<file path="config.mk">
export PLATFORM = sky130hd
export DESIGN_NAME = hex_string_to_bytes_parser_flat
export DESIGN_NICKNAME = d
export VERILOG_FILES = /design/src/rtl/hsb_pkg.sv /design/src/rtl/hsb_ifs.sv /design/src/rtl/hsb_char_class.sv /design/src/rtl/hsb_in_reg.sv /design/src/rtl/hsb_parse.sv /design/src/rtl/hex_string_to_bytes_parser.sv /design/src/flat_wrapper.sv
export SDC_FILE = /design/constraint.sdc
export NUM_CORES = 1
export LEC_CHECK = 0
export ABC_AREA = 1
export BUFFER_PORTS_ARGS = -buffer_cell sky130_fd_sc_hd__buf_2
export CAP_MARGIN = 20
export CORE_ASPECT_RATIO = 1.4
export CORE_MARGIN = 1.5
export CORE_UTILIZATION = 62
export DETAILED_ROUTE_END_ITERATION = 7
export PLACE_DENSITY = 0.84
export SETUP_SLACK_MARGIN = 0.5
export SLEW_MARGIN = 20
export SYNTH_ARGS = -nofsm -noshare
export SYNTH_HDL_FRONTEND = slang
export SYNTH_SLANG_ARGS = --single-unit
</file>
<file path="constraint.sdc">
create_clock -name clk_i -period 10.65 [get_ports clk_i]
set_clock_uncertainty 0.1 [all_clocks]
set_input_delay 1.5975 -clock clk_i [delete_from_list [all_inputs] [get_ports clk_i]]
set_output_delay 1.5975 -clock clk_i [all_outputs]
set_load 0.01 [all_outputs]
</file>
<file path="src/rtl/hsb_pkg.sv">
// Shared types and constants for the hex string to bytes parser.
`default_nettype none
package hsb_pkg;

  localparam int unsigned CharW  = 8;
  localparam int unsigned IndexW = 8;

  localparam logic [CharW-1:0] CHAR_NUL     = 8'h00;
  localparam logic [CharW-1:0] CHAR_TAB     = 8'h09;
  localparam logic [CharW-1:0] CHAR_CR      = 8'h0D;
  localparam logic [CharW-1:0] CHAR_SPACE   = 8'h20;
  localparam logic [CharW-1:0] CHAR_DASH    = 8'h2D;
  localparam logic [CharW-1:0] CHAR_COLON   = 8'h3A;
  localparam logic [CharW-1:0] CHAR_ZERO    = 8'h30;
  localparam logic [CharW-1:0] CHAR_NINE    = 8'h39;
  localparam logic [CharW-1:0] CHAR_LOWER_A = 8'h61;
  localparam logic [CharW-1:0] CHAR_LOWER_F = 8'h66;
  localparam logic [CharW-1:0] CHAR_UPPER_A = 8'h41;
  localparam logic [CharW-1:0] CHAR_UPPER_F = 8'h46;
  localparam logic [CharW-1:0] LETTER_BASE  = 8'd10;

  localparam logic [IndexW-1:0] MAX_BYTES_RESET = 8'd8;

  typedef enum logic [1:0] {
    MODE_SKIP,
    MODE_PARSE,
    MODE_DONE
  } parse_mode_e;

  typedef struct packed {
    logic [CharW-1:0] char_code;
    logic             string_start;
  } char_word_t;

  typedef struct packed {
    logic       is_space;
    logic       is_digit;
    logic       is_delim;
    logic       is_nul;
    logic [3:0] nibble;
  } char_class_t;

  typedef struct packed {
    logic              byte_valid;
    logic [IndexW-1:0] byte_index;
    logic [CharW-1:0]  byte_value;
    logic              done_res;
    logic              success;
    logic [IndexW-1:0] byte_count;
  } res_word_t;

endpackage
`default_nettype wire

</file>
<file path="src/rtl/hsb_ifs.sv">
// Handshake interfaces for the character and result channels.
`default_nettype none
interface hsb_char_if;
  logic                      valid;
  logic                      ready;
  logic [hsb_pkg::CharW-1:0] char_code;
  logic                      string_start;

  modport source (output valid, output char_code, output string_start, input ready);
  modport sink   (input valid, input char_code, input string_start, output ready);
endinterface

interface hsb_res_if;
  logic                       valid;
  logic                       ready;
  logic                       byte_valid;
  logic [hsb_pkg::IndexW-1:0] byte_index;
  logic [hsb_pkg::CharW-1:0]  byte_value;
  logic                       done_res;
  logic                       success;
  logic [hsb_pkg::IndexW-1:0] byte_count;

  modport source (output valid, output byte_valid, output byte_index, output byte_value,
                  output done_res, output success, output byte_count, input ready);
  modport sink   (input valid, input byte_valid, input byte_index, input byte_value,
                  input done_res, input success, input byte_count, output ready);
endinterface
`default_nettype wire

</file>
<file path="src/rtl/hsb_char_class.sv">
// Character classifier: whitespace, hex digit, delimiter, terminator and nibble value.
`default_nettype none
module hsb_char_class (
  input  wire logic [hsb_pkg::CharW-1:0] char_code_i,
  output hsb_pkg::char_class_t           class_o
);

  logic is_dec, is_lower, is_upper;
  logic [hsb_pkg::CharW-1:0] dec_val, lower_val, upper_val;

  always_comb begin
    is_dec   = (char_code_i >= hsb_pkg::CHAR_ZERO) && (char_code_i <= hsb_pkg::CHAR_NINE);
    is_lower = (char_code_i >= hsb_pkg::CHAR_LOWER_A) && (char_code_i <= hsb_pkg::CHAR_LOWER_F);
    is_upper = (char_code_i >= hsb_pkg::CHAR_UPPER_A) && (char_code_i <= hsb_pkg::CHAR_UPPER_F);

    dec_val   = char_code_i - hsb_pkg::CHAR_ZERO;
    lower_val = char_code_i - hsb_pkg::CHAR_LOWER_A + hsb_pkg::LETTER_BASE;
    upper_val = char_code_i - hsb_pkg::CHAR_UPPER_A + hsb_pkg::LETTER_BASE;

    class_o.is_space = (char_code_i == hsb_pkg::CHAR_SPACE)
                    || ((char_code_i >= hsb_pkg::CHAR_TAB) && (char_code_i <= hsb_pkg::CHAR_CR));
    class_o.is_digit = is_dec || is_lower || is_upper;
    class_o.is_delim = (char_code_i == hsb_pkg::CHAR_DASH)
                    || (char_code_i == hsb_pkg::CHAR_COLON);
    class_o.is_nul   = (char_code_i == hsb_pkg::CHAR_NUL);

    priority if (is_dec) begin
      class_o.nibble = dec_val[3:0];
    end else if (is_lower) begin
      class_o.nibble = lower_val[3:0];
    end else if (is_upper) begin
      class_o.nibble = upper_val[3:0];
    end else begin
      class_o.nibble = 4'd0;
    end
  end

endmodule
`default_nettype wire

</file>
<file path="src/rtl/hsb_in_reg.sv">
// Input register: holds one accepted character word until the parser takes it.
`default_nettype none
module hsb_in_reg (
  input  wire logic            clk_i,
  input  wire logic            rst_ni,
  hsb_char_if.sink             char_i,
  input  wire logic            advance_i,
  output logic                 valid_o,
  output hsb_pkg::char_word_t  word_o
);

  logic                valid_q, valid_d;
  hsb_pkg::char_word_t word_q;
  logic                accept;

  assign char_i.ready = !valid_q || advance_i;
  assign accept       = char_i.valid && char_i.ready;

  always_comb begin
    if (accept) begin
      valid_d = 1'b1;
    end else if (advance_i) begin
      valid_d = 1'b0;
    end else begin
      valid_d = valid_q;
    end
  end

  always_ff @(posedge clk_i or negedge rst_ni) begin
    if (!rst_ni) begin
      valid_q <= 1'b0;
    end else begin
      valid_q <= valid_d;
    end
  end

  always_ff @(posedge clk_i) begin
    if (accept) begin
      word_q.char_code    <= char_i.char_code;
      word_q.string_start <= char_i.string_start;
    end
  end

  assign valid_o = valid_q;
  assign word_o  = word_q;

endmodule
`default_nettype wire

</file>
<file path="src/rtl/hsb_parse.sv">
// Parser state, per-character update and result register.
`default_nettype none
module hsb_parse (
  input  wire logic                        clk_i,
  input  wire logic                        rst_ni,
  input  wire logic                        valid_i,
  input  wire hsb_pkg::char_word_t         word_i,
  input  wire hsb_pkg::char_class_t        class_i,
  input  wire logic [hsb_pkg::IndexW-1:0]  max_bytes_i,
  output logic                             advance_o,
  hsb_res_if.source                        res_o
);

  hsb_pkg::parse_mode_e mode_q, mode_d, mode_cur;
  logic [hsb_pkg::CharW-1:0]  acc_q, acc_d, acc_cur;
  logic [1:0]                 digits_q, digits_d, digits_cur;
  logic [hsb_pkg::IndexW-1:0] index_q, index_d, index_cur;
  logic                       last_dig_q, last_dig_d, last_dig_cur;

  logic                       res_valid_q, res_valid_d;
  hsb_pkg::res_word_t         res_q, res_d;

  logic active, ok_pre, ok, emit, done, good, has_result;

  // A start flag clears the state before this character is looked at.
  always_comb begin
    mode_cur     = word_i.string_start ? hsb_pkg::MODE_SKIP : mode_q;
    acc_cur      = word_i.string_start ? '0 : acc_q;
    digits_cur   = word_i.string_start ? '0 : digits_q;
    index_cur    = word_i.string_start ? '0 : index_q;
    last_dig_cur = word_i.string_start ? 1'b0 : last_dig_q;
  end

  // Next mode.
  always_comb begin
    unique case (mode_cur)
      hsb_pkg::MODE_SKIP:  mode_d = done ? hsb_pkg::MODE_DONE
                                  : (class_i.is_space ? hsb_pkg::MODE_SKIP : hsb_pkg::MODE_PARSE);
      hsb_pkg::MODE_PARSE: mode_d = done ? hsb_pkg::MODE_DONE : hsb_pkg::MODE_PARSE;
      hsb_pkg::MODE_DONE:  mode_d = hsb_pkg::MODE_DONE;
      default:             mode_d = hsb_pkg::MODE_DONE;
    endcase
  end

  // Datapath and result.
  always_comb begin
    active = (mode_cur == hsb_pkg::MODE_PARSE)
          || ((mode_cur == hsb_pkg::MODE_SKIP) && !class_i.is_space);

    acc_d      = acc_cur;
    digits_d   = digits_cur;
    index_d    = index_cur;
    last_dig_d = last_dig_cur;
    emit       = 1'b0;
    done       = 1'b0;
    good       = 1'b0;
    ok         = 1'b0;

    ok_pre = (last_dig_cur && (class_i.is_nul || class_i.is_space || class_i.is_delim))
          || class_i.is_digit;

    if (active) begin
      last_dig_d = class_i.is_digit;
      ok         = ok_pre;
      if (ok_pre) begin
        // Close the current byte on a non-digit or on a third digit.
        if (!class_i.is_digit || (digits_cur == 2'd2)) begin
          emit     = 1'b1;
          index_d  = index_cur + 1'b1;
          digits_d = '0;
          acc_d    = '0;
        end
        if (class_i.is_digit) begin
          if (index_d < max_bytes_i) begin
            acc_d    = {acc_d[3:0], class_i.nibble};
            digits_d = digits_d + 1'b1;
          end else begin
            ok = 1'b0;
          end
        end else if (!class_i.is_delim) begin
          done = 1'b1;
          good = 1'b1;
        end
      end
      if (!ok) begin
        done = 1'b1;
      end
    end

    has_result = emit || done;

    res_d.byte_valid = emit;
    res_d.byte_index = emit ? index_cur : '0;
    res_d.byte_value = emit ? acc_cur : '0;
    res_d.done_res   = done;
    res_d.success    = good;
    res_d.byte_count = good ? index_d : '0;
  end

  // Move on unless a result must wait for a full, stalled output register.
  assign advance_o = valid_i && (!has_result || !res_valid_q || res_o.ready);

  always_comb begin
    if (advance_o && has_result) begin
      res_valid_d = 1'b1;
    end else if (res_o.ready) begin
      res_valid_d = 1'b0;
    end else begin
      res_valid_d = res_valid_q;
    end
  end

  always_ff @(posedge clk_i or negedge rst_ni) begin
    if (!rst_ni) begin
      mode_q      <= hsb_pkg::MODE_SKIP;
      acc_q       <= '0;
      digits_q    <= '0;
      index_q     <= '0;
      last_dig_q  <= 1'b0;
      res_valid_q <= 1'b0;
    end else begin
      res_valid_q <= res_valid_d;
      if (advance_o) begin
        mode_q     <= mode_d;
        acc_q      <= acc_d;
        digits_q   <= digits_d;
        index_q    <= index_d;
        last_dig_q <= last_dig_d;
      end
    end
  end

  always_ff @(posedge clk_i) begin
    if (advance_o && has_result) begin
      res_q <= res_d;
    end
  end

  assign res_o.valid      = res_valid_q;
  assign res_o.byte_valid = res_q.byte_valid;
  assign res_o.byte_index = res_q.byte_index;
  assign res_o.byte_value = res_q.byte_value;
  assign res_o.done_res   = res_q.done_res;
  assign res_o.success    = res_q.success;
  assign res_o.byte_count = res_q.byte_count;

endmodule
`default_nettype wire

</file>
<file path="src/rtl/hex_string_to_bytes_parser.sv">
// Top level of the hex string to bytes parser.
//
//   port        dir   handshake      payload
//   char_i      in    valid/ready    char_code[7:0], string_start
//   res_o       out   valid/ready    byte_valid, byte_index, byte_value,
//                                    done_res, success, byte_count
//   max_bytes_* in    write enable   max_bytes[7:0]
//
// One character word per cycle unless a stalled result register holds the parser;
// a word waits in the input register and its result, if any, is registered as it leaves.
// The input register refills while the result register still holds a word.
// A full, stalled result register stops only words that produce a result.
// Reset clears the parser to whitespace skipping and sets max_bytes to 8.
`default_nettype none
module hex_string_to_bytes_parser (
  input  wire logic                       clk_i,
  input  wire logic                       rst_ni,
  hsb_char_if.sink                        char_i,
  hsb_res_if.source                       res_o,
  input  wire logic                       max_bytes_we_i,
  input  wire logic [hsb_pkg::IndexW-1:0] max_bytes_i
);

  logic                       in_valid;
  hsb_pkg::char_word_t        in_word;
  hsb_pkg::char_class_t       char_class;
  logic                       advance;
  logic [hsb_pkg::IndexW-1:0] max_bytes_q;

  always_ff @(posedge clk_i or negedge rst_ni) begin
    if (!rst_ni) begin
      max_bytes_q <= hsb_pkg::MAX_BYTES_RESET;
    end else if (max_bytes_we_i) begin
      max_bytes_q <= max_bytes_i;
    end
  end

  hsb_in_reg u_in_reg (
    .clk_i     (clk_i),
    .rst_ni    (rst_ni),
    .char_i    (char_i),
    .advance_i (advance),
    .valid_o   (in_valid),
    .word_o    (in_word)
  );

  hsb_char_class u_char_class (
    .char_code_i (in_word.char_code),
    .class_o     (char_class)
  );

  hsb_parse u_parse (
    .clk_i       (clk_i),
    .rst_ni      (rst_ni),
    .valid_i     (in_valid),
    .word_i      (in_word),
    .class_i     (char_class),
    .max_bytes_i (max_bytes_q),
    .advance_o   (advance),
    .res_o       (res_o)
  );

  a_res_nonempty : assert property (@(posedge clk_i) disable iff (!rst_ni)
    res_o.valid |-> (res_o.byte_valid || res_o.done_res))
    else $error("result word carries neither a byte nor an end");

  a_success_done : assert property (@(posedge clk_i) disable iff (!rst_ni)
    (res_o.valid && res_o.success) |-> res_o.done_res)
    else $error("success without done");

  a_count_on_fail : assert property (@(posedge clk_i) disable iff (!rst_ni)
    (res_o.valid && !res_o.success) |-> (res_o.byte_count == '0))
    else $error("nonzero byte count without success");

  a_hold_input : assert property (@(posedge clk_i) disable iff (!rst_ni)
    (in_valid && !advance) |=> (in_valid && $stable(in_word)))
    else $error("input word lost while parser stalled");

endmodule
`default_nettype wire
</file>
<file path="src/flat_wrapper.sv">
// flat-port wrapper written by rule: the top's interface ports become plain ports
module hex_string_to_bytes_parser_flat 
  (clk_i, rst_ni, max_bytes_we_i, max_bytes_i, char_i_valid, char_i_char_code, char_i_string_start, char_i_ready, res_o_valid, res_o_byte_valid, res_o_byte_index, res_o_byte_value, res_o_done_res, res_o_success, res_o_byte_count, res_o_ready);
  hsb_char_if char_i_i ();
  hsb_res_if res_o_i ();
  input  wire logic clk_i;
  input  wire logic rst_ni;
  input  wire logic max_bytes_we_i;
  input  wire logic [hsb_pkg::IndexW-1:0] max_bytes_i;
  input wire logic [$bits(char_i_i.valid)-1:0] char_i_valid;
  input wire logic [$bits(char_i_i.char_code)-1:0] char_i_char_code;
  input wire logic [$bits(char_i_i.string_start)-1:0] char_i_string_start;
  output wire logic [$bits(char_i_i.ready)-1:0] char_i_ready;
  output wire logic [$bits(res_o_i.valid)-1:0] res_o_valid;
  output wire logic [$bits(res_o_i.byte_valid)-1:0] res_o_byte_valid;
  output wire logic [$bits(res_o_i.byte_index)-1:0] res_o_byte_index;
  output wire logic [$bits(res_o_i.byte_value)-1:0] res_o_byte_value;
  output wire logic [$bits(res_o_i.done_res)-1:0] res_o_done_res;
  output wire logic [$bits(res_o_i.success)-1:0] res_o_success;
  output wire logic [$bits(res_o_i.byte_count)-1:0] res_o_byte_count;
  input wire logic [$bits(res_o_i.ready)-1:0] res_o_ready;
  assign char_i_i.valid = char_i_valid;
  assign char_i_i.char_code = char_i_char_code;
  assign char_i_i.string_start = char_i_string_start;
  assign char_i_ready = char_i_i.ready;
  assign res_o_valid = res_o_i.valid;
  assign res_o_byte_valid = res_o_i.byte_valid;
  assign res_o_byte_index = res_o_i.byte_index;
  assign res_o_byte_value = res_o_i.byte_value;
  assign res_o_done_res = res_o_i.done_res;
  assign res_o_success = res_o_i.success;
  assign res_o_byte_count = res_o_i.byte_count;
  assign res_o_i.ready = res_o_ready;
  hex_string_to_bytes_parser u_core (.clk_i(clk_i), .rst_ni(rst_ni), .char_i(char_i_i), .res_o(res_o_i), .max_bytes_we_i(max_bytes_we_i), .max_bytes_i(max_bytes_i));
endmodule
</file>
==> report_table.html <==
<table>
<tr><th>Metric</th><th>Value</th></tr>
<tr><th colspan="2">Status</th></tr>
<tr><td>Outcome</td><td>completed</td></tr>
<tr><th colspan="2">Clocking</th></tr>
<tr><td>Number of clock sinks</td><td>67</td></tr>
<tr><td>H-tree depth</td><td>3</td></tr>
<tr><td>Worst-Skew Late Latency</td><td>around 0.34 ns</td></tr>
<tr><td>Buffer type at the clock tree root</td><td>clkbuf_8</td></tr>
<tr><td>Post-CTS setup buffer count</td><td>0</td></tr>
<tr><td>CTS tree</td><td>done</td></tr>
<tr><td>Cts-stage hold buffer count</td><td>0</td></tr>
<tr><td>Number of cells upsized or downsized after cts</td><td>0</td></tr>
<tr><td>Worst-case clock buffer depth</td><td>2</td></tr>
<tr><td>Clock transition time at the flip-flop clock pins of the worst setup and hold paths</td><td>approximately 0.07 ns</td></tr>
<tr><td>Number of buffers added by the clock tree synthesis step</td><td>9</td></tr>
<tr><th colspan="2">STA</th></tr>
<tr><td>Setup violation total in the final timing report</td><td>0</td></tr>
<tr><td>Setup Total Neg Slack</td><td>0 ns</td></tr>
<tr><td>Unrepaired setup endpoints after global routing</td><td>no</td></tr>
<tr><td>Final Hold Vio Count</td><td>0</td></tr>
<tr><td>Min Clock Period, post-route</td><td>5.82 ns</td></tr>
<tr><td>Number of pins exceeding their max-slew limit in the final report</td><td>0</td></tr>
<tr><td>Maximum frequency from static timing analysis</td><td>about 170 MHz</td></tr>
<tr><td>Post-route fraction of the period consumed by the critical path</td><td>0.547</td></tr>
<tr><td>Tightest Pin Transition</td><td>between 1 and 1.5 ns</td></tr>
<tr><td>Relative slew slack</td><td>0.285</td></tr>
<tr><th colspan="2">Routing</th></tr>
<tr><td>Aggregate routed wire length</td><td>around 8600 µm</td></tr>
<tr><td>Via-to-Cell Ratio</td><td>between 5 and 6</td></tr>
<tr><td>Wirelength per Cell</td><td>around 14 µm</td></tr>
<tr><td>Initial DRT Pass Iterations</td><td>7</td></tr>
<tr><td>Vias after detailed routing</td><td>~3,200</td></tr>
<tr><td>First-iteration detailed-routing DRC count</td><td>approximately 350</td></tr>
<tr><td>Remaining number of nets flagged by the antenna check after routing</td><td>0</td></tr>
<tr><td>Detailed-route DRC error count</td><td>0</td></tr>
<tr><th colspan="2">Pwr</th></tr>
<tr><td>Cell area power density</td><td>~170 nW/µm²</td></tr>
<tr><td>Worst vdd ir</td><td>between 100 and 150 µV</td></tr>
<tr><td>Leakage Power</td><td>around 0.0021 µW</td></tr>
<tr><th colspan="2">Setup path</th></tr>
<tr><td>Chain of cells forming the critical path</td><td>inv_1, ha_1, nand3_1, nand3_1, nand2_1, nand2_1, nand2_4, nand2_1, nand4_1, nor3b_1, xor2_1, inv_1, ha_1, nand2_1, nor2_1, a211oi_1, buf_4, nand3_2, nand2_2, nand2_2, nand3_1, buf_2</td></tr>
<tr><td>Peak fanout along the critical path</td><td>12</td></tr>
<tr><td>Worst Setup Start Kind</td><td>flop</td></tr>
<tr><td>Crit path buffers/inverters</td><td>4</td></tr>
<tr><td>Cell with the largest stage delay on the worst path</td><td>edfxtp_1</td></tr>
<tr><td>Crit-path most repeated cell</td><td>nand2_1</td></tr>
<tr><td>Slowest cell delay on critical path</td><td>between 0.4 and 0.5 ns</td></tr>
<tr><td>Arr. time, crit path</td><td>between 4 and 5 ns</td></tr>
<tr><td>Data required, critical path</td><td>about 9.0 ns</td></tr>
<tr><td>Kind of critical path</td><td>reg -&gt; out</td></tr>
<tr><td>Kind of capture point of the worst setup path</td><td>primary output</td></tr>
<tr><td>Cell class contributing the biggest share of worst-path delay</td><td>simple AND/OR/NAND/NOR gates</td></tr>
<tr><th colspan="2">Yosys</th></tr>
<tr><td>Synthesized net count</td><td>about 510</td></tr>
<tr><td>Count of cell types in the netlist</td><td>37</td></tr>
<tr><td>Top FF cell, synth</td><td>edfxtp_1</td></tr>
<tr><td>Cell accounting for the most synthesized area</td><td>edfxtp_1</td></tr>
<tr><td>Main area contributors after synthesis</td><td>edfxtp_1 (28%), dfrtp_1 (20%), nand2_1 (15%), nand3_1 (6.6%), inv_1 (5.9%)</td></tr>
<tr><td>Number of instances in the synthesized netlist</td><td>475</td></tr>
<tr><td>Synthesis Warnings</td><td>0</td></tr>
<tr><td>Post-synthesis average cell area</td><td>~8 µm²</td></tr>
<tr><td>Number of flops mapped to enable cells by yosys</td><td>36</td></tr>
<tr><td>Top-area cell type share of the netlist area</td><td>0.285</td></tr>
<tr><td>Synth Register Bits</td><td>between 60 and 70</td></tr>
<tr><td>Register area share after synthesis</td><td>0.489</td></tr>
<tr><td>Area of the mapped netlist</td><td>3800 µm²</td></tr>
<tr><td>Async set-reset flop share out of synthesis</td><td>0.463</td></tr>
<tr><th colspan="2">Floorplanning</th></tr>
<tr><td>Die height</td><td>between 90 and 100 µm</td></tr>
<tr><td>Placeable Area</td><td>5900 µm²</td></tr>
<tr><td>I/O pin count</td><td>51</td></tr>
<tr><td>Number of rows created at floorplan</td><td>33</td></tr>
<tr><td>Initial Util</td><td>0.643</td></tr>
<tr><td>Full die area</td><td>between 6000 and 7000 µm²</td></tr>
<tr><td>Die width</td><td>69.1 µm</td></tr>
<tr><th colspan="2">Finish</th></tr>
<tr><td>Number of fill cells in the layout</td><td>~470</td></tr>
<tr><td>Sequential cell area</td><td>about 1900 µm²</td></tr>
<tr><td>Finished Cell Area</td><td>~4200 µm²</td></tr>
<tr><td>Ant diodes</td><td>0</td></tr>
<tr><td>Proportion of layout cells with a drive suffix above 1</td><td>0.165</td></tr>
<tr><td>Multi-input gate area</td><td>around 1600 µm²</td></tr>
<tr><td>Area overhead of the layout relative to synthesis</td><td>11.5%</td></tr>
<tr><td>Final Net Count</td><td>between 500 and 600</td></tr>
<tr><th colspan="2">Global route</th></tr>
<tr><td>Maximum number of pins on one net before global-route repair</td><td>32</td></tr>
<tr><td>Wire length of the first global-routing pass</td><td>14,200 µm</td></tr>
<tr><td>Global router's overall resource usage</td><td>0.278</td></tr>
<tr><td>Number of antenna violations at the first check in global routing</td><td>0</td></tr>
<tr><td>Residual overflow from global routing</td><td>0</td></tr>
<tr><td>Number of global-route vias before repair</td><td>about 3,100</td></tr>
<tr><th colspan="2">Min path</th></tr>
<tr><td>Class of the tightest hold or removal check</td><td>reg -&gt; reg</td></tr>
<tr><th colspan="2">Placement</th></tr>
<tr><td>Port Buffer Count</td><td>50</td></tr>
<tr><td>Half-perimeter wire length after placement</td><td>approximately 6200 µm</td></tr>
<tr><td>Placed cell area</td><td>a little over 4000 µm²</td></tr>
<tr><td>RePlAce Congestion</td><td>roughly 1.0</td></tr>
<tr><th colspan="2">Job</th></tr>
<tr><td>Max-capacitance violation count</td><td>0</td></tr>
</table>
## cell families (layout without fill, tap and decap cells)
kind of cell,count (synthesis),after routing,share of synthesized area
flip-flops,67,67,0.489
XOR/XNOR,9,9,0.0208
multiplexers,1,1,0.00297
buffers and inverters,82,134,0.0906
AND/OR/NAND/NOR,270,270,0.303
AO/OA/AOI/OAI,34,34,0.0534
adder cells (fa/ha/maj),12,12,0.0396
## synth_stat cells, types with 6 or more instances
| library cell | count |
|---|---|
| nand2_1 | 147 |
| inv_1 | 60 |
| nand3_1 | 50 |
| nor2_1 | 47 |
| edfxtp_1 | 36 |
| dfrtp_1 | 30 |
| o21ai_0 | 17 |
| ha_1 | 12 |
| inv_2 | 7 |
| nor3_1 | 7 |
| xor2_1 | 7 |
| clkbuf_1 | 6 |
| nand2_2 | 6 |
## metal layers
metal / share of wire / global-route usage
met3: 0.058 / 0.0560
met4: 0.021 / 0.0931
met1: 0.38 / 0.292
met5: 0 / 0
met2: 0.54 / 0.549
## path summary, 6_finish.rpt
path | from | to | slack (ns) | depth (start not counted)
worst max-delay path | u_core.u_in_reg.word_o[1]$_DFFE_PP_ | char_i_ready | 4.83 | 22
worst min-delay path | u_core.u_parse.mode_q[1]$_DFFE_PN0P_ | u_core.u_parse.mode_q[1]$_DFFE_PN0P_ | 0.38 | 2
worst max register to register | u_core.u_in_reg.word_o[1]$_DFFE_PP_ | u_core.u_parse.res_o.byte_count[7]$_SDFFCE_PN0P_ | 5.45 | 23
worst min register to register | u_core.u_parse.mode_q[1]$_DFFE_PN0P_ | u_core.u_parse.mode_q[1]$_DFFE_PN0P_ | 0.38 | 2
max in group asynchronous | rst_ni | u_core.u_parse.index_q[3]$_DFFE_PN0P_ | 8.75 | 1
min in group asynchronous | rst_ni | u_core.u_parse.res_o.valid$_DFFE_PN0P_ | 1.22 | 1
## flip-flops by register name, indices dropped and copies added, names as in the netlist
signal                           count
u_core.max_bytes_q                   8
u_core.u_in_reg.valid_o              1
u_core.u_in_reg.word_o               9
u_core.u_parse.acc_q                 8
u_core.u_parse.digits_q              2
u_core.u_parse.index_q               8
u_core.u_parse.last_dig_q            1
u_core.u_parse.mode_q                2
u_core.u_parse.res_o.byte_count      8
u_core.u_parse.res_o.byte_index      8
u_core.u_parse.res_o.byte_valid      1
u_core.u_parse.res_o.byte_value      8
u_core.u_parse.res_o.done_res        1
u_core.u_parse.res_o.success         1
u_core.u_parse.res_o.valid           1
## where the power goes
part	total [µW]	switching, µW	internal [µW]
Sequential	346	22.7	323
Clock	202	95.5	106
Combinational	161	113	47.8
## layout by cell type, fill, tap and decap left out, types with 4 or more instances in the layout
| cell type | instances |
|---|---|
| nand2_1 | 147 |
| inv_1 | 60 |
| nand3_1 | 50 |
| buf_2 | 50 |
| nor2_1 | 47 |
| edfxtp_1 | 36 |
| dfrtp_1 | 30 |
| o21ai_0 | 17 |
| ha_1 | 12 |
| clkbuf_8 | 9 |
| inv_2 | 7 |
| nor3_1 | 7 |
| xor2_1 | 7 |
| nand2_2 | 6 |
| nand4_1 | 5 |
| a21oi_1 | 4 |
## cell type report
class | count | area share
Clock buffer | 10 | 0.0302
Sequential cell | 67 | 0.439
Inverter | 67 | 0.0594
Clock inverter | 6 | 0.0133
Tap cell | 70 | 0.0207
Multi-Input combinational cell | 326 | 0.377
Timing Repair Buffer | 51 | 0.0609
## worst register-to-register path, stage by stage (launching register included)
cell      delay (ns)
edfxtp_1        0.44
inv_1           0.17
ha_1            0.25
nand3_1         0.13
nand3_1         0.08
nand2_1         0.05
nand2_1         0.11
nand2_4         0.09
nand2_1         0.31
nand4_1         0.20
nor3b_1         0.28
xor2_1          0.22
inv_1           0.06
ha_1            0.26
nand2_1         0.07
nor2_1          0.05
a211oi_1        0.17
buf_4           0.22
nand3_2         0.11
nand2_2         0.12
nand2_2         0.08
nand2_4         0.26
nand3_1         0.14
inv_1           0.82
## per-stage QoR
step	total power, µW	instances	setup slack, ns	utilization	hold slack (ns)
5_1_grt	747	597	4.42	0.717	0.404
6_report	708	597	4.83	0.717	0.377
4_1_cts	709	597	4.84	0.717	0.375
2_1_floorplan	459	475	5.87	-	0.342
3_3_place_gp	504	581	5.35	0.686	0.354
3_5_place_dp	512	581	5.23	0.686	0.359
No activity file was read; power rests on OpenSTA's default activity.
